$ cat src/rtl/adr_pkg.sv
// ----------------------------------------------------------------------------
// adr_pkg
// Shared types, constants and tables of the ADPCM nibble decoder / resampler.
// ----------------------------------------------------------------------------
`default_nettype none

package adr_pkg;

	localparam int LevelW   = 15;
	localparam int IdxW     = 6;
	localparam int StepW    = 11;
	localparam int MagW     = 12;
	localparam int RateW    = 16;
	localparam int OutRateW = 14;
	localparam int PbRateW  = 13;
	localparam int CntW     = 3;
	localparam int QDepth   = 2;
	localparam int QPtrW    = $clog2(QDepth);

	localparam logic [IdxW-1:0]          StepTop = 6'd48;
	localparam logic [CntW-1:0]          MaxEmit = 3'd4;
	localparam logic signed [LevelW-1:0] LevelHi = 15'sh3FFF;
	localparam logic signed [LevelW-1:0] LevelLo = -15'sh4000;
	localparam logic signed [LevelW-1:0] LevelReset = -15'sd2;

	localparam logic [OutRateW-1:0] OutRateReset = 14'd8000;
	localparam logic [PbRateW-1:0]  PbRateReset  = 13'd5000;
	localparam logic signed [RateW-1:0] CounterReset = 16'sd4000;

	// register indexes of the write port
	localparam logic RegOutputRate   = 1'b0;
	localparam logic RegPlaybackRate = 1'b1;

	typedef struct packed {
		logic signed [LevelW-1:0] level;
		logic                     start;
	} entry_t;

	// floor(16 * 1.1^n), n = 0..48
	function automatic logic [StepW-1:0] step_value(input logic [IdxW-1:0] idx);
		logic [StepW-1:0] v;
		case (idx)
			6'd0:  v = 11'd16;   6'd1:  v = 11'd17;   6'd2:  v = 11'd19;
			6'd3:  v = 11'd21;   6'd4:  v = 11'd23;   6'd5:  v = 11'd25;
			6'd6:  v = 11'd28;   6'd7:  v = 11'd31;   6'd8:  v = 11'd34;
			6'd9:  v = 11'd37;   6'd10: v = 11'd41;   6'd11: v = 11'd45;
			6'd12: v = 11'd50;   6'd13: v = 11'd55;   6'd14: v = 11'd60;
			6'd15: v = 11'd66;   6'd16: v = 11'd73;   6'd17: v = 11'd80;
			6'd18: v = 11'd88;   6'd19: v = 11'd97;   6'd20: v = 11'd107;
			6'd21: v = 11'd118;  6'd22: v = 11'd130;  6'd23: v = 11'd143;
			6'd24: v = 11'd157;  6'd25: v = 11'd173;  6'd26: v = 11'd190;
			6'd27: v = 11'd209;  6'd28: v = 11'd230;  6'd29: v = 11'd253;
			6'd30: v = 11'd279;  6'd31: v = 11'd307;  6'd32: v = 11'd337;
			6'd33: v = 11'd371;  6'd34: v = 11'd408;  6'd35: v = 11'd449;
			6'd36: v = 11'd494;  6'd37: v = 11'd544;  6'd38: v = 11'd598;
			6'd39: v = 11'd658;  6'd40: v = 11'd724;  6'd41: v = 11'd796;
			6'd42: v = 11'd876;  6'd43: v = 11'd963;  6'd44: v = 11'd1060;
			6'd45: v = 11'd1166; 6'd46: v = 11'd1282; 6'd47: v = 11'd1411;
			6'd48: v = 11'd1552;
			default: v = 11'd1552;
		endcase
		return v;
	endfunction

	function automatic logic signed [3:0] step_move(input logic [2:0] mag);
		logic signed [3:0] m;
		case (mag)
			3'd0: m = -4'sd1;
			3'd1: m = 4'sd1;
			3'd2: m = 4'sd1;
			3'd3: m = 4'sd2;
			3'd4: m = 4'sd2;
			3'd5: m = 4'sd3;
			3'd6: m = 4'sd5;
			3'd7: m = 4'sd7;
			default: m = 4'sd0;
		endcase
		return m;
	endfunction

endpackage

`default_nettype wire

$ cat src/rtl/adpcm_nibble_decoder_resampler_unit.sv
// ----------------------------------------------------------------------------
// adpcm_nibble_decoder_resampler_unit
// 4-bit ADPCM decoder with output rate conversion by level repetition.
// ----------------------------------------------------------------------------
// The decoder takes one code per cycle into a two-entry queue, so input is
// accepted back to back until the queue fills. The repeat stage pops one
// code at a time from the queue and emits n output levels for it, where n
// (0 to 4) is set by the rate counter loop of that stage; it takes no new
// code until the last is done, and a stalled output holds it. Write the
// output rate and the playback rate only while the block is idle; the rate
// counter takes up the output rate when it reloads at a start request and
// when it adds the rate back at the end of each code.
// ----------------------------------------------------------------------------
`default_nettype none

module adpcm_nibble_decoder_resampler_unit (
	input  wire logic                                 clk,
	input  wire logic                                 arst_n,
	input  wire logic                                 wr_en,
	input  wire logic                                 wr_index,
	input  wire logic [adr_pkg::OutRateW-1:0]         wr_data,
	input  wire logic                                 in_valid,
	output logic                                      in_ready,
	input  wire logic [3:0]                           code,
	input  wire logic                                 start_req,
	output logic                                      out_valid,
	input  wire logic                                 out_ready,
	output logic signed [adr_pkg::LevelW-1:0]         level,
	output logic                                      last
);

	logic [adr_pkg::OutRateW-1:0] output_rate_q;
	logic [adr_pkg::PbRateW-1:0]  pb_rate_q;

	logic            push;
	logic            pop;
	logic            q_full;
	logic            q_empty;
	adr_pkg::entry_t push_entry;
	adr_pkg::entry_t pop_entry;

	always_ff @(posedge clk or negedge arst_n) begin
		if (!arst_n) begin
			output_rate_q <= adr_pkg::OutRateReset;
			pb_rate_q     <= adr_pkg::PbRateReset;
		end else if (wr_en) begin
			case (wr_index)
				adr_pkg::RegOutputRate:   output_rate_q <= wr_data;
				adr_pkg::RegPlaybackRate: pb_rate_q     <= wr_data[adr_pkg::PbRateW-1:0];
				default: ;
			endcase
		end
	end

	adr_front u_front (
		.clk        (clk),
		.arst_n     (arst_n),
		.in_valid   (in_valid),
		.in_ready   (in_ready),
		.code       (code),
		.start_req  (start_req),
		.q_full     (q_full),
		.push       (push),
		.push_entry (push_entry)
	);

	adr_queue u_queue (
		.clk        (clk),
		.arst_n     (arst_n),
		.push       (push),
		.push_entry (push_entry),
		.pop        (pop),
		.pop_entry  (pop_entry),
		.full       (q_full),
		.empty      (q_empty)
	);

	adr_back u_back (
		.clk         (clk),
		.arst_n      (arst_n),
		.output_rate (output_rate_q),
		.pb_rate     (pb_rate_q),
		.q_empty     (q_empty),
		.pop_entry   (pop_entry),
		.pop         (pop),
		.out_valid   (out_valid),
		.out_ready   (out_ready),
		.level       (level),
		.last        (last)
	);

endmodule

`default_nettype wire

$ cat src/rtl/adr_front.sv
// ----------------------------------------------------------------------------
// adr_front
// Accepts codes, decodes them into signal levels and pushes them to the queue.
// ----------------------------------------------------------------------------
`default_nettype none

module adr_front (
	input  wire logic                  clk,
	input  wire logic                  arst_n,
	input  wire logic                  in_valid,
	output logic                       in_ready,
	input  wire logic [3:0]            code,
	input  wire logic                  start_req,
	input  wire logic                  q_full,
	output logic                       push,
	output adr_pkg::entry_t            push_entry
);

	logic signed [adr_pkg::LevelW-1:0] level_q;
	logic [adr_pkg::IdxW-1:0]          idx_q;
	logic [adr_pkg::IdxW-1:0]          idx_base;
	logic [adr_pkg::StepW-1:0]         step;
	logic [adr_pkg::MagW-1:0]          mag;
	logic signed [adr_pkg::LevelW:0]   sum;
	logic signed [adr_pkg::LevelW-1:0] level_next;
	logic signed [adr_pkg::IdxW+1:0]   idx_sum;
	logic [adr_pkg::IdxW-1:0]          idx_next;

	assign in_ready = !q_full;
	assign push     = in_valid && in_ready;

	// start restarts the step index before this code is decoded
	assign idx_base = start_req ? '0 : idx_q;
	assign step     = adr_pkg::step_value(idx_base);

	always_comb begin
		mag = adr_pkg::MagW'(step >> 3);
		if (code[2]) mag = mag + adr_pkg::MagW'(step);
		if (code[1]) mag = mag + adr_pkg::MagW'(step >> 1);
		if (code[0]) mag = mag + adr_pkg::MagW'(step >> 2);
	end

	always_comb begin
		if (code[3]) begin
			sum = {level_q[adr_pkg::LevelW-1], level_q} - $signed({4'b0, mag});
		end else begin
			sum = {level_q[adr_pkg::LevelW-1], level_q} + $signed({4'b0, mag});
		end
		if (sum > $signed({adr_pkg::LevelHi[adr_pkg::LevelW-1], adr_pkg::LevelHi})) begin
			level_next = adr_pkg::LevelHi;
		end else if (sum < $signed({adr_pkg::LevelLo[adr_pkg::LevelW-1],
				adr_pkg::LevelLo})) begin
			level_next = adr_pkg::LevelLo;
		end else begin
			level_next = sum[adr_pkg::LevelW-1:0];
		end
	end

	always_comb begin
		idx_sum = $signed({2'b0, idx_base}) + (adr_pkg::IdxW+2)'(adr_pkg::step_move(code[2:0]));
		if (idx_sum < 0) begin
			idx_next = '0;
		end else if (idx_sum > $signed({2'b0, adr_pkg::StepTop})) begin
			idx_next = adr_pkg::StepTop;
		end else begin
			idx_next = idx_sum[adr_pkg::IdxW-1:0];
		end
	end

	assign push_entry.level = level_next;
	assign push_entry.start = start_req;

	always_ff @(posedge clk or negedge arst_n) begin
		if (!arst_n) begin
			level_q <= adr_pkg::LevelReset;
			idx_q   <= '0;
		end else if (push) begin
			level_q <= level_next;
			idx_q   <= idx_next;
		end
	end

endmodule

`default_nettype wire

$ cat src/rtl/adr_queue.sv
// ----------------------------------------------------------------------------
// adr_queue
// Short FIFO of decoded levels between the decoder and the repeat stage.
// ----------------------------------------------------------------------------
`default_nettype none

module adr_queue (
	input  wire logic            clk,
	input  wire logic            arst_n,
	input  wire logic            push,
	input  wire adr_pkg::entry_t push_entry,
	input  wire logic            pop,
	output adr_pkg::entry_t      pop_entry,
	output logic                 full,
	output logic                 empty
);

	adr_pkg::entry_t              mem_q [adr_pkg::QDepth];
	logic [adr_pkg::QPtrW-1:0]    wr_ptr_q;
	logic [adr_pkg::QPtrW-1:0]    rd_ptr_q;
	logic [adr_pkg::QPtrW:0]      count_q;

	assign full      = count_q == (adr_pkg::QPtrW+1)'(adr_pkg::QDepth);
	assign empty     = count_q == '0;
	assign pop_entry = mem_q[rd_ptr_q];

	always_ff @(posedge clk) begin
		if (push) begin
			mem_q[wr_ptr_q] <= push_entry;
		end
	end

	always_ff @(posedge clk or negedge arst_n) begin
		if (!arst_n) begin
			wr_ptr_q <= '0;
			rd_ptr_q <= '0;
			count_q  <= '0;
		end else begin
			if (push) wr_ptr_q <= wr_ptr_q + 1'b1;
			if (pop)  rd_ptr_q <= rd_ptr_q + 1'b1;
			if (push && !pop) begin
				count_q <= count_q + 1'b1;
			end else if (pop && !push) begin
				count_q <= count_q - 1'b1;
			end
		end
	end

endmodule

`default_nettype wire

$ cat src/rtl/adr_back.sv
// ----------------------------------------------------------------------------
// adr_back
// Rate counter: repeats each decoded level zero to four times into the
// output register and marks the final repeat.
// ----------------------------------------------------------------------------
`default_nettype none

module adr_back (
	input  wire logic                          clk,
	input  wire logic                          arst_n,
	input  wire logic [adr_pkg::OutRateW-1:0]  output_rate,
	input  wire logic [adr_pkg::PbRateW-1:0]   pb_rate,
	input  wire logic                          q_empty,
	input  wire adr_pkg::entry_t               pop_entry,
	output logic                               pop,
	output logic                               out_valid,
	input  wire logic                          out_ready,
	output logic signed [adr_pkg::LevelW-1:0]  level,
	output logic                               last
);

	localparam logic StIdle = 1'b0;
	localparam logic StEmit = 1'b1;

	logic                               state_q;
	logic signed [adr_pkg::RateW-1:0]   rc_q;
	logic [adr_pkg::CntW-1:0]           cnt_q;
	logic signed [adr_pkg::LevelW-1:0]  cur_q;
	logic                               out_valid_q;
	logic signed [adr_pkg::LevelW-1:0]  level_q;
	logic                               last_q;

	logic                               slot_free;
	logic                               more;
	logic                               emit;
	logic signed [adr_pkg::RateW-1:0]   rc_sub;
	logic signed [adr_pkg::RateW:0]     rc_add;
	logic signed [adr_pkg::RateW-1:0]   rc_sat;

	assign out_valid = out_valid_q;
	assign level     = level_q;
	assign last      = last_q;

	assign slot_free = !out_valid_q || out_ready;
	assign pop       = (state_q == StIdle) && !q_empty;
	assign more      = (rc_q > 0) && (cnt_q != adr_pkg::MaxEmit);
	assign emit      = (state_q == StEmit) && more && slot_free;
	assign rc_sub    = rc_q - $signed({3'b0, pb_rate});
	assign rc_add    = {rc_q[adr_pkg::RateW-1], rc_q} + $signed({3'b0, output_rate});

	always_comb begin
		if (rc_add > 17'sd32767) begin
			rc_sat = 16'sh7FFF;
		end else if (rc_add < -17'sd32768) begin
			rc_sat = -16'sh8000;
		end else begin
			rc_sat = rc_add[adr_pkg::RateW-1:0];
		end
	end

	always_ff @(posedge clk or negedge arst_n) begin
		if (!arst_n) begin
			state_q     <= StIdle;
			rc_q        <= adr_pkg::CounterReset;
			cnt_q       <= '0;
			out_valid_q <= 1'b0;
		end else begin
			if (emit) begin
				out_valid_q <= 1'b1;
			end else if (out_ready) begin
				out_valid_q <= 1'b0;
			end
			case (state_q)
				StIdle: begin
					if (!q_empty) begin
						if (pop_entry.start) begin
							rc_q <= adr_pkg::RateW'(output_rate >> 1);
						end
						cnt_q   <= '0;
						state_q <= StEmit;
					end
				end
				StEmit: begin
					if (more) begin
						// hold until the output register frees up
						if (slot_free) begin
							rc_q  <= rc_sub;
							cnt_q <= cnt_q + 1'b1;
						end
					end else begin
						rc_q    <= rc_sat;
						state_q <= StIdle;
					end
				end
				default: state_q <= StIdle;
			endcase
		end
	end

	always_ff @(posedge clk) begin
		if (pop) cur_q <= pop_entry.level;
		if (emit) begin
			level_q <= cur_q;
			last_q  <= (rc_sub <= 0) || (cnt_q == adr_pkg::MaxEmit - 1'b1);
		end
	end

endmodule

`default_nettype wire

$ cat config.mk
export PLATFORM = sky130hd
export DESIGN_NAME = adpcm_nibble_decoder_resampler_unit
export DESIGN_NICKNAME = d
export VERILOG_FILES = /design/src/rtl/adr_pkg.sv /design/src/rtl/adpcm_nibble_decoder_resampler_unit.sv /design/src/rtl/adr_front.sv /design/src/rtl/adr_queue.sv /design/src/rtl/adr_back.sv
export SDC_FILE = /design/constraint.sdc
export NUM_CORES = 1
export LEC_CHECK = 0
export ABC_AREA = 1
export BUFFER_PORTS_ARGS = -buffer_cell sky130_fd_sc_hd__buf_4
export CORE_MARGIN = 5
export CORE_UTILIZATION = 42
export DETAILED_ROUTE_END_ITERATION = 6
export GPL_TIMING_DRIVEN = 1
export RECOVER_POWER = 100
export SLEW_MARGIN = 25
export SYNTH_ARGS = -nofsm -noshare
export SYNTH_HDL_FRONTEND = slang
export SYNTH_SLANG_ARGS = --single-unit
export TNS_END_PERCENT = 30
$ cat constraint.sdc
create_clock -name clk -period 6.6 [get_ports clk]
set_input_delay 0 -clock clk [delete_from_list [all_inputs] [get_ports clk]]
set_output_delay 0 -clock clk [all_outputs]
set_load 0.01 [all_outputs]
# --- Yosys cells after proc, flatten, opt, wreduce, memory -nomap -nowiden ---
# Memory sizes are Yosys's and may differ from the RTL's.
# Cells that the tools add are included.
totals:
  out_inout_bits: 18
  wordCells: 98
  mem_count: 3
  mem_bits_rw: 32
  in_bits: 25
  register_bits: 104
  rom_bits: 736
classes:
  muxes: 29
  order_cmp: 8
  reduce_logical: 21
  add_sub_neg: 13
  eq_ne: 8
  bitwise: 2
mem_list:
  columns: ["memory", "depth", "word_bits", "rd", "rd_clocked_by_memory_dff", "wr", "line", "text"]
  rows:
  - ["(no name shown)", 64, 11, 1, 0, 0, "adr_pkg.sv:42", "case (idx)"]
  - ["(no name shown)", 8, 4, 1, 0, 0, "adr_pkg.sv:67", "case (mag)"]
  - ["u_queue.mem_q", 2, 16, 1, 0, 1, "adr_queue.sv:18", "adr_pkg::entry_t mem_q [adr_pkg::QDepth];"]
op_table:
  columns: ["operator", "n"]
  rows:
  - ["$mux W16", 7]
  - ["$mux W12", 3]
  - ["$pmux W16 S2", 1]
  - ["$mux W15", 2]
  - ["$mux W6", 3]
  - ["$add A16 B15 Y17", 1]
  - ["$gt A17 B16 Y1 const B", 1]
  - ["$lt A17 B16 Y1 const B", 1]
  - ["$add A15 B13 Y16", 1]
  - ["$gt A16 B1 Y1 const B", 1]
  - ["$gt A16 B15 Y1 const B", 1]
  - ["$le A16 B1 Y1 const B", 1]
  - ["$lt A16 B15 Y1 const B", 1]
  - ["$sub A15 B13 Y16", 1]
  - ["$sub A16 B14 Y16", 1]
  - ["$add A12 B10 Y12", 1]
  - ["$add A12 B9 Y12", 1]
  - ["$add A8 B11 Y12", 1]
  - ["$mux W3", 3]
  - ["$add A7 B4 Y8", 1]
  - ["$gt A8 B7 Y1 const B", 1]
  - ["$lt A8 B1 Y1 const B", 1]
  - ["$ne A2 B2 Y1 const B", 4]
  - ["$logic_and A1 B1 Y1", 7]
  - ["other kinds (18)", 35]

# --- Longest topological paths before layout ---
# Gate-level depths: netlist of the first run.
# An unclocked memory read counts as a cell.
logic_depth:
  word_depth: 13
  depth_mapped: 58
  mapped_depth_nobuf: 56

# --- Modules after synthesis ---
# From an unflattened synthesis of the first run, not the netlist that was laid out.
hier_totals:
  hier_cells: 1666
  hier_area_um2: 12007.8
modules_own_cells:
  columns: ["mod", "n_inst", "cells_per_inst", "area_each_um2", "seq_area_each_um2"]
  rows:
  - ["adr_front", 1, 854, 5260.0, 543.0]
  - ["adr_back", 1, 619, 4254.1, 1463.9]
  - ["adr_queue", 1, 75, 1412.6, 1061.0]
  - ["adpcm_nibble_decoder_resampler_unit", 1, 118, 1081.0, 689.4]

# --- Least setup slack after synthesis of the first run ---
# OpenSTA, ideal clock, no wires.
synth_timing:
  kind: "register to register"
  startpoint: "reg u_front.idx_q[0] (netlist name)"
  endpoint: "mem u_queue.mem_q[0][13] (netlist name), data pin"
  path_slack_ns: -0.557
  required_ns: 6.342
  arrival_ns: 6.899
  synth_period_minus_slack_ns: 7.157
  stages_incl_launch_ff: 48
  setup_ns: 0.258
  n_path_buf: 1
  path_cell_list: "dfrtp_1 -> inv_1 -> nor2_2 -> inv_1 -> ha_1 -> nand3_1 -> nand3_1 -> nand3_1 -> nand3_2 -> nand2_1 -> ha_1 -> fa_1 -> nand3_1 -> nand3_1 -> or2_2 -> nand3_1 -> nand2_1 -> ha_1 -> (+12 left out) -> o21ai_0 -> nand2_2 -> nor2_2 -> nand2_2 -> nor3_1 -> nor2_1 -> nor2_1 -> ha_1 -> a21oi_1 -> nor2_1 -> a211oi_1 -> inv_1 -> a221oi_1 -> nand3_2 -> nand3_4 -> buf_6 -> nand2_2 -> and2_1"
synth_rtl:
  columns: ["element", "line", "text"]
  rows:
  - ["start: declaration", "adr_front.sv:20", "logic [adr_pkg::IdxW-1:0] idx_q;"]
  - ["start signal: assignment", "adr_front.sv:79", "idx_q <= idx_next;"]
  - ["end: declaration", "adr_queue.sv:18", null]

==> results.rst, run 1 <==
.. list-table::
   :header-rows: 1

   * - Metric
     - Value
   * - Minimum clock period after layout
     - 6.95 ns
   * - Synth cell types
     - 60
   * - Sequential cell area
     - 0.00376 mm^2
   * - Primary FF master, synth
     - edfxtp_1
   * - RSZ-0062 raised after global routing
     - yes
   * - Placed cell areas
     - 0.0131 mm^2
   * - Static Leakage
     - 0.00709 uW
   * - Number of buffer and inverter instances along the worst setup path
     - 8
   * - Sequential cell fraction of total power
     - 20.0%
   * - Multi-input logic area
     - 0.00712 mm^2
   * - Slack of the critical path
     - -0.347 ns
   * - DR pass1 iterations
     - 5
   * - Synth async-reset ratio
     - 53.7%
   * - Width of the chip
     - 172 um
   * - Syn Area/Cell
     - 7.71 um^2
   * - Delay of the slowest cell on the worst path
     - 0.40 ns
   * - Cell row count
     - 59
   * - Initial antenna violation count
     - 0
   * - Cell type of the slowest stage on the worst timing path
     - fa_2
   * - Setup violators final
     - 45
   * - Clk network pwr share
     - 11.0%
   * - Pin count of the biggest net entering global routing
     - 74
   * - Fraction of synthesized cell area taken by the top area cell type
     - 17.2%
   * - Top cells by count, synth
     - 356 x nand2_1, 178 x inv_1, 114 x nand3_1, 93 x ha_1
   * - Post-route design area
     - 0.0147 mm^2
   * - Total of flip-flops plus latches after synthesis
     - 136
   * - Overall Global Routing Usage
     - 20.1%
   * - Sw power
     - 3930 uW
   * - Internal Pwr Total
     - 4880 uW
   * - Worst setup skew after layout
     - 0.0113 ns
   * - Latest clock arrival within the worst-skew pair
     - 0.42 ns
   * - Part of the Yosys area used for sequential elements
     - 34.2%
   * - Area growth, synth to finish
     - 33.8%
   * - GRT Residual Overflow
     - 0
   * - Clock Path Buffers
     - 2
   * - Area of the die
     - 0.0295 mm^2
   * - Final worst-path cycle share
     - 105%
   * - DRT Wirelength
     - 29000 um
   * - Startpoint type of the worst setup path
     - flop
   * - Worst Path Required
     - 6.77 ns
   * - Via count
     - 10200
   * - Leading cell types by total area after synthesis
     - edfxtp_1 17%, nand2_1 12%, ha_1 11%, dfrtp_1 9.6%, dfstp_2 7.4%
   * - Boundary Pins
     - 43
   * - Sw Ratio
     - 44.6%
   * - Die Height
     - 172 um
   * - Wire length of the first global-routing pass
     - 48700 um
   * - Clock sinks
     - 136
   * - Slew at the pin closest to its max-slew limit
     - 4.16 ns
   * - Most used standard cell by instance count after synthesis
     - nand2_1
   * - Filler Cells Inserted
     - 2338
   * - Capturing element type of the critical path
     - flop
   * - TritonCTS clock tree
     - built
   * - Initial cell density of the core
     - 42.4%
   * - Max H-tree Level
     - 4
   * - Gate Count Post-Synth
     - 1426
   * - Number of maximum-capacitance violations
     - 1
   * - Setup TNS
     - -13.90 ns
   * - Nets in the synthesized netlist
     - 1551
   * - Number of diodes
     - 0
   * - Routed len/inst
     - 14.2 um
   * - Minimum hold slack
     - 0.131 ns
   * - Number of buffers created by CTS
     - 17
   * - Yosys warning total
     - 0
   * - Vias per cell
     - 4.99
   * - Classification of the worst-slack hold path
     - in2reg
   * - Root buffer cell
     - clkbuf_16
   * - Gate family responsible for the most delay along the worst path
     - simple AND/OR/NAND/NOR gates
   * - Placer Congestion
     - 0.877
   * - EDFF count, synth
     - 63
   * - Power per Cell Area
     - 599 mW/mm^2
   * - CP arrival
     - 7.11 ns
   * - Post-DP HPWL
     - 21600 um
   * - Core Area
     - 0.0259 mm^2
   * - First-iteration detailed-routing DRC count
     - 565
   * - Cell taking the most area after synthesis
     - edfxtp_1
   * - FMAX
     - 144 MHz
   * - Clock-pin slew reported for the worst setup and hold paths after clock tree synthesis
     - 0.07 ns
   * - Maximum fanout encountered on the critical timing path
     - 7
   * - I/O Buffers
     - 42
   * - Comb pwr share
     - 68.9%
   * - Netlist area before placement
     - 0.0110 mm^2
   * - Layout cell share with drive strength beyond 1
     - 30.1%
   * - Net count reported at finish
     - 1814
   * - Vias in the first global route
     - 10100
   * - DRC violations left
     - 0
   * - Outcome
     - finished with violations
   * - Violated checks
     - capacitance limit, slew limit, setup timing
   * - Critical path class
     - reg2reg
   * - Number of hold violations in the final report
     - 0
   * - Final number of max-transition violations
     - 74
   * - Number of nets with antenna violations after routing
     - 0
   * - VDD IR max
     - 0.369 mV
   * - Worst slew margin relative to its limit
     - -177%
sequential cells by signal (all words and copies together) (netlist names):
register,flops
output_rate_q,14
u_back.out_valid,1
u_back.rc_q,16
u_back.level,15
u_front.idx_q,6
u_back.cur_q,15
u_queue.wr_ptr_q,1
u_queue.count_q,2
u_queue.mem_q,32
pb_rate_q,13
u_back.state_q,1
u_back.cnt_q,3
u_back.last,1
u_queue.rd_ptr_q,1
u_front.level_q,15
worst reg2reg max path: cells and delay by family (launching register included):
family	cells	cell delay (ns)
adder cells (fa/ha/maj)	6	1.59
AND/OR/NAND/NOR	25	2.71
flip-flops	1	0.37
AO/OA/AOI/OAI	6	0.75
buffers and inverters	8	0.92
XOR/XNOR	2	0.33
cell usage in the layout (no fill, tap or decap), types with 9 or more instances in the layout:
cell and n:
dfrtp_1 42, and2_1 9, nand2_2 58, edfxtp_1 63
nand4_1 13, nand3_1 91, dlygate4sd3_1 16, inv_2 10
clkbuf_1 25, dfstp_2 26, a21oi_2 14, nor2_1 64
nand2_1 328, xnor2_1 27, buf_4 225, xor2_1 34
a21oi_1 73, o211ai_1 12, ha_1 70, clkbuf_16 17
o21ai_0 80, nand3_2 35, ha_4 19, nand2_4 13
inv_1 172
worst paths after layout:
path | from | end | slack, ns | cells past startpoint
worst max-delay path | u_front.idx_q[0]$_DFFE_PN0P_ | u_queue.mem_q[0][9]$_DFFE_PP_ | -0.35 | 47
worst min-delay path | start_req | u_queue.mem_q[0][0]$_DFFE_PP_ | 0.13 | 2
worst max register to register | u_front.idx_q[0]$_DFFE_PN0P_ | u_queue.mem_q[0][9]$_DFFE_PP_ | -0.35 | 47
worst min register to register | u_back.cur_q[13]$_DFFE_PP_ | u_back.level[13]$_DFFE_PP_ | 0.42 | 0
max in group asynchronous | arst_n | u_queue.count_q[0]$_DFFE_PN0P_ | 2.68 | 2
min in group asynchronous | arst_n | pb_rate_q[6]$_DFFE_PN0P_ | 1.60 | 2
power by group through the flow:
stage	Combinational, uW	Clock, uW	Sequential, uW
after floorplan	3640	0	1710
after global placement	5390	0	1760
after detailed placement	5460	0	1770
after CTS	5910	991	1760
after global routing	6790	1030	1810
final	6080	974	1760
per-stage QoR:
step | setup slack [ns] | total power [uW] | utilization [%] | instances
final | -0.347 | 8810 | 56.8 | 2037
after global routing | -0.831 | 9630 | 56.8 | 2037
after CTS | -0.226 | 8660 | 56.1 | 2028
after detailed placement | -0.613 | 7220 | 50.7 | 1956
after global placement | -0.585 | 7150 | 50.7 | 1956
after floorplan | 0.00260 | 5350 | - | 1426
cell type report:
| type | instances | share of cell area [%] |
|---|---|---|
| Clock buffer | 17 | 2.89 |
| Clock inverter | 15 | 1.21 |
| Inverter | 189 | 4.89 |
| Multi-Input combinational cell | 1068 | 48.4 |
| Sequential cell | 136 | 25.5 |
| Tap cell | 335 | 2.85 |
| Timing Repair Buffer | 277 | 14.2 |
per-layer routing:
layer	GRT usage [%]	share of wire (%)	up-vias
met5	0	0	-
met4	5.06	1.3	0
met3	2.23	3.2	23
met2	34.6	48	163
met1	27.0	47	4694
li1	-	-	5275
cell families after synthesis:
group | after synthesis | synth area share [%]
simple gates | 663 | 28.2
compound gates | 238 | 12.2
buf+inv | 223 | 8.23
flops | 136 | 34.2
fa+ha+maj | 100 | 11.9
xor+xnor | 63 | 5.02
mux | 3 | 0.296
timing repair:
| action | in CTS | in global routing |
|---|---|---|
| hold buffers | 16 | 0 |
| endpoints found under the hold margin | 70 | 0 |
| cloned | 1 | 0 |
| setup endpoints to repair | 45 | 45 |
| pin swaps | 49 | 46 |
| gates resized for setup | 88 | 49 |
| buffers inserted | 25 | 9 |
No activity file was read; power rests on OpenSTA's default activity.
==> run 2: changes to the inputs <==
- PLACE_DENSITY: not set -> 0.72
==> run 2 against run 1 <==
Against the previous run:
- via count increased by 2.8%
- global-route usage fell by 0.32 points
- core utilization is 1.4 points lower
- the flow still finishes with violations (capacitance limit, slew limit, setup timing)
- maximum frequency barely moved
- clock-buffer cell count up 1
- worst setup slack gained 0.0030 ns
- first-iteration DRC count up 13%
- wire length fell by 1.1%
- critical path depth grew 3
- critical path type unchanged
- non-clock buffer count down 10
- sequential share of layout area is 0.62 points higher
==> results.rst, run 2 (synthesis results as in run 1) <==
.. list-table::
   :header-rows: 1

   * - Metric
     - Value
   * - Slack of the critical path
     - -0.344 ns
   * - Vias in the first global route
     - 10200
   * - GRT Residual Overflow
     - 0
   * - Clock-pin slew reported for the worst setup and hold paths after clock tree synthesis
     - 0.06 ns
   * - Initial cell density of the core
     - 42.4%
   * - Classification of the worst-slack hold path
     - in2reg
   * - Number of buffers created by CTS
     - 17
   * - DRC violations left
     - 0
   * - Number of maximum-capacitance violations
     - 1
   * - Setup violators final
     - 45
   * - Pin count of the biggest net entering global routing
     - 74
   * - Slew at the pin closest to its max-slew limit
     - 4.11 ns
   * - FMAX
     - 144 MHz
   * - DR pass1 iterations
     - 5
   * - VDD IR max
     - 0.337 mV
   * - Commonest cells after routing, fill and taps aside
     - 342 x nand2_1, 221 x buf_4, 170 x inv_1
   * - Max reg flops
     - 32
   * - Initial antenna violation count
     - 0
   * - Final worst-path cycle share
     - 105%
   * - Cell row count
     - 59
   * - Worst setup skew after layout
     - 0.0153 ns
   * - Multi-input logic area
     - 0.00687 mm^2
   * - Utilization after layout
     - 55.4%
   * - Die Height
     - 172 um
   * - Terminus of the critical flop-to-flop path
     - u_front.level_q[2]$_DFFE_PN1P_
   * - Core Area
     - 0.0259 mm^2
   * - Placed Cells incl. Taps
     - 1953
   * - Root buffer cell
     - clkbuf_16
   * - Static Leakage
     - 0.00696 uW
   * - CP arrival
     - 7.30 ns
   * - Filler Cells Inserted
     - 2313
   * - Area growth, synth to finish
     - 30.6%
   * - Leading cell type in the layout, fill and taps excluded
     - nand2_1
   * - Register-to-Register Path Depth
     - 50
   * - Delay of the slowest cell on the worst path
     - 0.38 ns
   * - Maximum fanout encountered on the critical timing path
     - 8
   * - Cell type of the slowest stage on the worst timing path
     - fa_2
   * - Placer Congestion
     - 0.931
   * - Capturing element type of the critical path
     - flop
   * - Via count
     - 10400
   * - Number of hold violations in the final report
     - 0
   * - Outcome
     - finished with violations
   * - Area of the die
     - 0.0295 mm^2
   * - Non-Filler Instances
     - 2026
   * - Overall Global Routing Usage
     - 19.7%
   * - Max H-tree Level
     - 4
   * - Worst slew margin relative to its limit
     - -174%
   * - Width of the chip
     - 172 um
   * - Latest clock arrival within the worst-skew pair
     - 0.42 ns
   * - Post-DP HPWL
     - 21700 um
   * - Registers with the highest flip-flop counts
     - u_queue.mem_q: 32 flops, u_back.rc_q: 16 flops
   * - I/O Buffers
     - 42
   * - Critical path class
     - reg2reg
   * - Routed len/inst
     - 14.2 um
   * - Final number of max-transition violations
     - 74
   * - Wire length of the first global-routing pass
     - 48500 um
   * - Clock sinks
     - 136
   * - First-iteration detailed-routing DRC count
     - 641
   * - FF-to-FF Start
     - u_front.idx_q[0]$_DFFE_PN0P_
   * - Endpoint of the most critical setup path
     - u_front.level_q[2]$_DFFE_PN1P_
   * - DRT Wirelength
     - 28700 um
   * - Net count reported at finish
     - 1803
   * - Power per Cell Area
     - 597 mW/mm^2
   * - Boundary Pins
     - 43
   * - Critical path launch point
     - u_front.idx_q[0]$_DFFE_PN0P_
   * - Number of nets with antenna violations after routing
     - 0
   * - TritonCTS clock tree
     - built
   * - Layout cell share with drive strength beyond 1
     - 27.0%
   * - Minimum clock period after layout
     - 6.94 ns
   * - RSZ-0062 raised after global routing
     - yes
   * - Vias per cell
     - 5.15
   * - Clock Path Buffers
     - 2
   * - Number of diodes
     - 0
   * - Sequential cell area
     - 0.00376 mm^2
   * - Startpoint type of the worst setup path
     - flop
   * - Worst Path Required
     - 6.95 ns
   * - Violated checks
     - capacitance limit, slew limit, setup timing
   * - Register with the most flip-flops
     - u_queue.mem_q
   * - Register-to-register path setup slack
     - -0.34 ns
   * - Most used cell, CP
     - nand3_2
run 2: area by class of cell:
type / instances / share of cell area, %
tap: 335 / 2.92
clock inverter: 14 / 1.20
inverter: 189 / 4.99
sequential: 136 / 26.2
multi-input combinational: 1067 / 47.8
clock buffer: 18 / 2.99
timing repair buffer: 267 / 13.9
run 2: per-stage QoR:
stage               hold slack (ns)  TNS, ns  cell area (um^2)  power, uW  worst slack [ns]
detailed placement            0.196   -20.60             13100       7210            -0.528
global route                  0.113   -35.56             14400       9360            -0.871
global placement              0.195   -12.62             13100       7040            -0.429
finish                        0.111   -12.80             14400       8580            -0.344
floorplan                    -0.296        0             11200       5350           0.00260
CTS                           0.103    -8.77             14300       8490            -0.253
run 2: worst min-delay path by stage:
stage,startpoint,to,slack (ns),cells after the start
after floorplan,arst_n,output_rate_q[0]$_DFFE_PN0P_,-0.30,0
after global placement,out_ready,u_back.out_valid$_DFFE_PN0P_,0.19,2
after detailed placement,out_ready,u_back.out_valid$_DFFE_PN0P_,0.20,2
after CTS,start_req,u_queue.mem_q[0][0]$_DFFE_PP_,0.10,2
after global routing,start_req,u_queue.mem_q[0][0]$_DFFE_PP_,0.11,2
final,start_req,u_queue.mem_q[0][0]$_DFFE_PP_,0.11,2
run 2: worst max-delay path, delay by kind of cell (launching register included):
kind	cells	cell delay [ns]
and+or+nand+nor	29	2.74
adders and majority gates	6	1.71
AOI/OAI and AO/OA	7	1.05
buffers and inverters	7	0.76
DFF	1	0.36
xor gates and xnor gates	1	0.21
run 2: repair_timing:
| action | in CTS | in global routing |
|---|---|---|
| resized for setup | 55 | 25 |
| buffers inserted | 16 | 10 |
| endpoints found under the hold margin | 70 | 0 |
| pin swaps | 47 | 43 |
| hold buffers | 16 | 0 |
| setup endpoints to repair | 45 | 45 |
run 2: where the power goes:
group | switching [uW] | leakage [uW] | total (uW) | internal, uW
Sequential | 248 | 0.00143 | 1780 | 1530
Clock | 369 | 0.000283 | 966 | 596
Combinational | 3210 | 0.00525 | 5830 | 2620
run 2: layer usage:
layer	vias to the layer above	track usage [%]	share of wire (%)
met5	-	0	0
met4	0	6.70	2.4
met3	61	1.98	3.4
met2	226	33.7	48
met1	4894	26.2	46
li1	5259	-	-
